[config.mk]
export PLATFORM = sky130hd
export DESIGN_NAME = pmcb_ctrl
export DESIGN_NICKNAME = d
export VERILOG_FILES = /design/src/rtl/pmcb_pkg.sv /design/src/rtl/pmcb_ctrl.sv
export SDC_FILE = /design/constraint.sdc
export NUM_CORES = 1
export LEC_CHECK = 0
export ABC_AREA = 0
export BUFFER_PORTS_ARGS = -buffer_cell sky130_fd_sc_hd__buf_2
export CORE_AREA = 2 2 39 41
export DETAILED_ROUTE_END_ITERATION = 16
export DIE_AREA = 0 0 41 43
export PLACE_DENSITY = 0.4
export SKIP_CTS_REPAIR_TIMING = 1
export SLEW_MARGIN = 25
export SYNTH_ARGS = -nofsm -noshare
export SYNTH_HDL_FRONTEND = slang
export SYNTH_SLANG_ARGS = --single-unit
[constraint.sdc]
create_clock -name clk -period 0.99 [get_ports clk]
set_clock_uncertainty 0.2 [all_clocks]
set_input_delay 0.0495 -clock clk [delete_from_list [all_inputs] [get_ports clk]]
set_output_delay 0.0495 -clock clk [all_outputs]
set_load 0.02 [all_outputs]
[src/rtl/pmcb_pkg.sv]
package pmcb_pkg;

	localparam int CANVAS_WIDTH  = 128;
	localparam int CANVAS_HEIGHT = 64;
	localparam int PAGE_COUNT    = (CANVAS_HEIGHT + 7) / 8;
	localparam int STORE_DEPTH   = PAGE_COUNT * CANVAS_WIDTH;
	localparam int ADDR_W        = $clog2(STORE_DEPTH);
	localparam int BIT_SEL_W     = 3;

	localparam int IN_TDATA_W = 24;
	localparam int PADDR_W    = 5;

	typedef enum logic [1:0] {
		OP_BLIT  = 2'd0,
		OP_PLOT  = 2'd1,
		OP_READ  = 2'd2,
		OP_CLEAR = 2'd3
	} op_t;

	typedef enum logic [1:0] {
		MODE_DRAW   = 2'd0,
		MODE_SET    = 2'd1,
		MODE_CLEAR  = 2'd2,
		MODE_INVERT = 2'd3
	} mode_t;

	typedef enum logic [2:0] {
		REG_ORIGIN_X = 3'd0,
		REG_ORIGIN_Y = 3'd1,
		REG_WIDTH    = 3'd2,
		REG_HEIGHT   = 3'd3,
		REG_MODE     = 3'd4
	} reg_idx_t;

	typedef enum logic [1:0] {
		ST_SWEEP,
		ST_IDLE,
		ST_EXEC
	} pmcb_state_t;

	typedef struct packed {
		logic accept;
		logic exec;
		logic sweep;
	} ctrl_cmd_t;

	typedef struct packed {
		logic op_read;
		logic out_blocked;
		logic sweep_last;
	} dp_status_t;

	// Page times canvas width plus column.
	function automatic logic [ADDR_W-1:0] byte_addr(logic [8:0] x, logic [8:0] y);
		return ADDR_W'(int'(y[8:BIT_SEL_W]) * CANVAS_WIDTH + int'(x));
	endfunction

endpackage

[src/rtl/pmcb_ctrl.sv]
module pmcb_ctrl import pmcb_pkg::*; (
	input  logic       clk,
	input  logic       arst_n,
	input  logic       s_tvalid,
	input  logic [1:0] s_tuser,
	output logic       s_tready,
	input  dp_status_t status,
	output ctrl_cmd_t  cmd
);

	pmcb_state_t state_q, state_d;
	logic        exec_hold;

	// A read waits in EXEC while the previous word is still unclaimed.
	assign exec_hold = status.op_read && status.out_blocked;

	always_ff @(posedge clk or negedge arst_n) begin
		if (!arst_n) begin
			state_q <= ST_SWEEP;
		end else begin
			state_q <= state_d;
		end
	end

	always_comb begin
		state_d = state_q;
		unique case (state_q)
			ST_SWEEP: begin
				if (status.sweep_last) begin
					state_d = ST_IDLE;
				end
			end
			ST_IDLE: begin
				if (s_tvalid) begin
					state_d = (op_t'(s_tuser) == OP_CLEAR) ? ST_SWEEP : ST_EXEC;
				end
			end
			ST_EXEC: begin
				if (!exec_hold) begin
					state_d = ST_IDLE;
				end
			end
			default: state_d = ST_SWEEP;
		endcase
	end

	always_comb begin
		s_tready   = (state_q == ST_IDLE);
		cmd.accept = (state_q == ST_IDLE) && s_tvalid;
		cmd.exec   = (state_q == ST_EXEC) && !exec_hold;
		cmd.sweep  = (state_q == ST_SWEEP);
	end

endmodule

# After elaboration in Yosys (flattened, before gate mapping)
# Index checks and enable logic that the tools add are counted.
classes:
  shifts: 0
  bitwise: 0
  order_cmp: 0
  reduce_logical: 6
  n_mux: 5
  add_sub_neg: 0
  multipliers: 0
  n_eq_ne: 6
  div_mod_pow: 0
op_table:
  columns: ["op", "count"]
  rows:
  - ["$mux W2", 4]
  - ["$ne A2 B2 Y1 const B", 3]
  - ["$pmux W2 S3", 1]
  - ["$eq A2 B2 Y1 const B", 2]
  - ["$logic_and A1 B1 Y1", 3]
  - ["$reduce_and A3 Y1", 1]
  - ["$eq A2 B1 Y1 const B", 1]
  - ["$logic_not A2 Y1", 1]
  - ["$logic_not A1 Y1", 1]
totals:
  n_memories: 0
  latch_bits: 0
  mem_bits_rw: 0
  mem_bits_ro: 0
  inputBits: 8
  register_bits: 2
  out_inout_bits: 4

# Depth between registers and ports, before layout
# Gate-level depths: netlist of run 1.
logic_depth:
  ltp_word: 4
  depth_mapped: 2
  depth_no_buf: 2

# Worst setup path before layout of run 1
# Ideal clock, no wire load.
synth_timing:
  path_type: "register to output"
  start: "reg state_q[1]"
  end: "out cmd[2] in the netlist's numbering"
  arrival_time_ns: 0.955
  slack_ns: -0.214
  stages_incl_launch_ff: 3
  required_ns: 0.740
  path_cell_list: "dfrtp_1 > nor2b_2 > and2_1"
synth_rtl:
  columns: ["element", "line", "source"]
  rows:
  - ["from (decl)", "pmcb_ctrl.sv:11", "pmcb_state_t state_q, state_d;"]
  - ["from (signal assigned)", "pmcb_ctrl.sv:21", "state_q <= state_d;"]
  - ["to (decl)", "pmcb_ctrl.sv:8", "output ctrl_cmd_t cmd"]

==> summary.txt, run 1 <==
Synth
  – Synth top area share: 34.2%
  – Sequential share of the synthesized area: 34.2%
  – Synth Instances: 15
  – Synth unique cells: 9
  – Top cells by area, synth: dfrtp_1 (34%), o32ai_2 (22%), and2_1 (8.5%)
  – Yosys warns: 0
  – Post-synthesis mux area share: 0%
  – Mapped Avg Cell Area: 9.76 um2
  – Post-Synth XOR/XNOR Area: 0%
  – Compound-Gate Fraction of Synth Area: 22.2%
  – Synth area leader: dfrtp_1
  – Post-Synth Adder-Cell Area: 0%
  – Post-Synthesis Cell Area: 146 um2
  – Syn nets: 23
  – Post-synthesis simple-gate area fraction: 43.6%
  – Combinational family with the most area after synthesis: simple AND/OR/NAND/NOR gates
  – Synthesis-stage register bit count: 2

Critical path
  – Worst-case reg-to-reg path depth: 2
  – Crit path launch type: flop
  – Worst setup path start: state_q[1]$_DFFE_PN0P_
  – FF-to-FF Start: state_q[1]$_DFFE_PN0P_
  – Endpoint class of the critical path: primary output
  – Crit Path Category: flop to primary output
  – Crit path max fanout: 5
  – Worst Path Required: 0.74 ns
  – Worst setup path endpoint: cmd[2]
  – R2R Setup Slk: -0.17 ns
  – Critical Path AT: 1.04 ns
  – Reg-to-Reg End: state_q[1]$_DFFE_PN0P_

Place
  – GP Congestion: 0.583
  – PortBufs: 11

Routing
  – Vias: 168
  – Post-route ant nets: 0
  – DRC Markers: 0
  – Drt total wl: 399 um
  – First-pass DRT Iterations: 1
  – Initial DRC count: 0
  – Vias/cell: 3.43
  – WL/cell: 8.14 um

CTS
  – CTS root buf: clkbuf_4
  – CTS buffer count: 3
  – Clock-pin slew on the worst setup and hold paths: 0.03 ns
  – CTS tree: done
  – CTS H-tree lvls: 1
  – Clk Latency, worst-skew pair: 0.23 ns
  – CTS sink cnt: 2
  – Clock Tree Buf Depth: 2

Finish
  – Diodes inserted: 0
  – Layout cells sized above 1: 78.8%
  – Layout area overhead: 124%
  – Top flop regs: state_q (2)
  – Reg with most FFs: state_q
  – Register area: 52.6 um2
  – Most common cell after layout, fill and taps aside: buf_2
  – Fin nets: 42
  – Most frequent cells in the layout: buf_2 (8), clkbuf_4 (3), buf_6 (3)
  – Max reg flops: 2
  – Fillers: 165
  – Multi-input combinational cell area: 130 um2

Timing
  – Tcrit/Tclk final: 130%
  – Max-slew violations: 0
  – Worst slew pin tran: 0.198 ns
  – Final Setup Violations: 6
  – Worst slew margin: 86.8%
  – Crit path time final: 1.29 ns
  – Final worst slack: -0.301 ns
  – Final hold slack: -0.0650 ns
  – Fmax: 774 MHz
  – Final hold vios: 4
  – RSZ-0062 raised after global routing: true

GRT
  – Initial antenna violation count: 0
  – All-layer global routing usage: 6.22%
  – Pin count of the biggest net entering global routing: 7
  – First-pass GRT wire length: 648 um
  – Number of global-route vias before repair: 176
  – Total global routing overflow: 0

Floorplan
  – Die Y-Extent: 43 um
  – Starting Density: 10.6%
  – Die area: 1760 um2
  – CORE AREA: 1380 um2
  – I/O pin cnt: 12
  – # rows: 14
  – Die Span X: 41 um

Status
  – Failing checks: hold timing, setup timing
  – Status: complete, but fails checks

Hold path
  – Worst hold path type: input pin to asynchronous set/reset pin

Pwr
  – Total power: 0.897 mW
  – Pwr Density: 2740 nW/um2
  – Worst vdd ir: 0.515 mV
  – Static leakage: 0.149 nW

Run
  – # Max-Cap Violations: 0
==> critical path, stage by stage (launching register included) <==
cell and delay, ns:
dfrtp_2 0.45, nor2b_4 0.12, and2_4 0.14, buf_6 0.10
==> stage by stage <==
step | utilization, % | setup slack, ns | cell area [um2] | instances | TNS (ns)
2_1_floorplan | - | -0.0801 | 163 | 15 | -0.170
3_5_place_dp | 17.2 | -0.153 | 238 | 42 | -0.418
4_1_cts | 19.1 | -0.403 | 264 | 46 | -1.40
6_report | 23.7 | -0.301 | 328 | 49 | -1.35
5_1_grt | 23.7 | -0.357 | 328 | 49 | -1.64
3_3_place_gp | 17.2 | -0.157 | 238 | 42 | -0.428
==> report_power, final <==
group	internal [mW]	switching (mW)
combinational	0.298	0.215
clock	0.150	0.0525
sequential	0.122	0.0600
total	0.570	0.327
==> synth_stat cells, drive strengths merged <==
| cell type | number |
|---|---|
| dfrtp | 2 |
| nand2 | 2 |
| nand2b | 1 |
| nor2 | 3 |
| nor2b | 1 |
| and2 | 4 |
| o32ai | 2 |
==> how the worst min path moves through the flow <==
stage,start,endpoint,depth (start not counted)
after floorplan,arst_n,state_q[0]$_DFFE_PN0P_,0
after global placement,arst_n,state_q[0]$_DFFE_PN0P_,1
after detailed placement,arst_n,state_q[0]$_DFFE_PN0P_,1
after CTS,arst_n,state_q[1]$_DFFE_PN0P_,1
after global routing,arst_n,state_q[1]$_DFFE_PN0P_,2
final,arst_n,state_q[1]$_DFFE_PN0P_,2
==> metal layers <==
layer / vias to the layer above / wire, um / global-route usage (%) / share of wire [%]
met2: 11 / 183 / 6.56 / 46
li1: 88 / - / - / -
met4: 0 / 0 / 8.00 / 0
met3: 0 / 43 / 3.14 / 11
met5: - / 0 / 0 / 0
met1: 69 / 172 / 7.40 / 43
==> cell families (layout without fill, tap and decap cells) <==
logic type,count (synthesis),count (layout)
AND/OR/NAND/NOR,11,11
flip-flops,2,2
AO/OA/AOI/OAI,2,2
buffers and inverters,0,18
==> layout make-up <==
| type | instances | area share [%] |
|---|---|---|
| Tap cell | 16 | 6.11 |
| Sequential cell | 2 | 16.0 |
| Multi-Input combinational cell | 13 | 39.7 |
| Clock buffer | 4 | 8.02 |
| Timing Repair Buffer | 14 | 30.2 |
Power figures use the tool's default switching activity.
==> run 2, diff against run 1 <==
--- a/config.mk
+++ b/config.mk
@@ -14,2 +14,3 @@
 export SKIP_CTS_REPAIR_TIMING = 1
+export SKIP_LAST_GASP = 1
 export SLEW_MARGIN = 25
--- a/constraint.sdc
+++ b/constraint.sdc
@@ -4,2 +4,2 @@
 set_output_delay 0.0495 -clock clk [all_outputs]
-set_load 0.02 [all_outputs]
+set_load 0.05 [all_outputs]
==> summary.txt, run 2 (same netlist as run 1, synthesis figures left out) <==
Hold path
  – Worst hold path type: input pin to asynchronous set/reset pin

CTS
  – CTS sink cnt: 2
  – Clk Latency, worst-skew pair: 0.23 ns
  – CTS tree: done
  – CTS buffer count: 3
  – Clock Tree Buf Depth: 2
  – Clock-pin slew on the worst setup and hold paths: 0.04 ns
  – CTS H-tree lvls: 1
  – CTS root buf: clkbuf_4

Finish
  – Reg with most FFs: state_q
  – Layout area overhead: 147%
  – Max reg flops: 2
  – Post-route cell area: 362 um2
  – Fin nets: 46
  – Most common cell after layout, fill and taps aside: buf_2
  – Top flop regs: state_q (2)
  – Layout cells sized above 1: 73.0%
  – Diodes inserted: 0
  – Most frequent cells in the layout: buf_2 (8), clkbuf_4 (3), dlygate4sd3_1 (3), buf_4 (3)
  – Non-Filler Instances: 53

Pwr
  – Pwr Density: 3030 nW/um2
  – Worst vdd ir: 1.17 mV
  – Static leakage: 0.171 nW

Timing
  – RSZ-0062 raised after global routing: true
  – Tcrit/Tclk final: 136%
  – Worst slew margin: 83.6%
  – Final hold vios: 4
  – Final Setup Violations: 6
  – Worst slew pin tran: 0.248 ns
  – Crit path time final: 1.35 ns
  – Fmax: 742 MHz
  – Final worst slack: -0.357 ns
  – Final hold slack: -0.0674 ns
  – Max-slew violations: 0

Critical path
  – Crit Path Category: flop to primary output
  – Crit path launch type: flop
  – Reg-to-Reg End: state_q[0]$_DFFE_PN0P_
  – Endpoint class of the critical path: primary output
  – R2R Setup Slk: -0.19 ns
  – Worst-case reg-to-reg path depth: 3
  – FF-to-FF Start: state_q[0]$_DFFE_PN0P_
  – Crit path max fanout: 5
  – Critical Path AT: 1.10 ns
  – Worst Path Required: 0.74 ns

Routing
  – First-pass DRT Iterations: 1
  – Vias/cell: 3.75
  – WL/cell: 9.09 um
  – Drt total wl: 482 um
  – DRC Markers: 0
  – Post-route ant nets: 0
  – Initial DRC count: 0
  – Vias: 199

Place
  – Placed instance area: 263 um2
  – Placed Cells: 45
  – GP Congestion: 0.632
  – PortBufs: 11

GRT
  – Number of global-route vias before repair: 175
  – All-layer global routing usage: 5.92%
  – Pin count of the biggest net entering global routing: 6
  – Initial antenna violation count: 0
  – First-pass GRT wire length: 627 um
  – Total global routing overflow: 0

Floorplan
  – I/O pin cnt: 12
  – Die Y-Extent: 43 um
  – # rows: 14
  – Die area: 1760 um2
  – Starting Density: 10.6%
  – CORE AREA: 1380 um2
  – Die Span X: 41 um

Status
  – Failing checks: hold timing, setup timing
  – Status: complete, but fails checks

Run
  – # Max-Cap Violations: 0
run 2: how the worst max path moves through the flow:
| stage | endpoint | start |
|---|---|---|
| after floorplan | cmd[2] | state_q[1]$_DFFE_PN0P_ |
| after global placement | cmd[2] | state_q[1]$_DFFE_PN0P_ |
| after detailed placement | cmd[2] | state_q[1]$_DFFE_PN0P_ |
| after CTS | cmd[2] | state_q[1]$_DFFE_PN0P_ |
| after global routing | cmd[2] | state_q[1]$_DFFE_PN0P_ |
| final | cmd[2] | state_q[1]$_DFFE_PN0P_ |
run 2: layout make-up:
cell class,count,area (um2)
Clock buffer,4,26.3
Timing Repair Buffer,18,145
Multi-Input combinational cell,13,119
Fill cell,160,1020
Tap cell,16,20.0
Sequential cell,2,51.3
run 2: where the power goes:
group / switching [mW] / internal, mW / total [mW] / leakage, nW
Clock: 0.0556 / 0.150 / 0.206 / 0.0150
Sequential: 0.0544 / 0.118 / 0.172 / 0.0235
Combinational: 0.378 / 0.341 / 0.719 / 0.133
run 2: per-stage QoR:
stage | util (%) | total power, mW | setup TNS, ns | setup slack (ns)
after floorplan | - | 0.601 | -0.722 | -0.319
after global placement | 19.0 | 0.750 | -0.828 | -0.190
after detailed placement | 19.0 | 0.758 | -0.886 | -0.203
after CTS | 20.9 | 0.972 | -1.89 | -0.453
after global routing | 26.1 | 1.17 | -1.89 | -0.401
final | 26.1 | 1.10 | -1.60 | -0.357
run 2: critical path: stages (launching register included):
cell	delay [ns]
dfrtp_2	0.46
nor2b_4	0.13
and2_4	0.14
buf_8	0.13
run 2: per-layer routing:
metal / wire length (um) / GRT usage, %
met1: 179 / 6.43
met4: 0 / 2.00
met5: 0 / 0
met3: 96 / 7.85
met2: 207 / 6.56
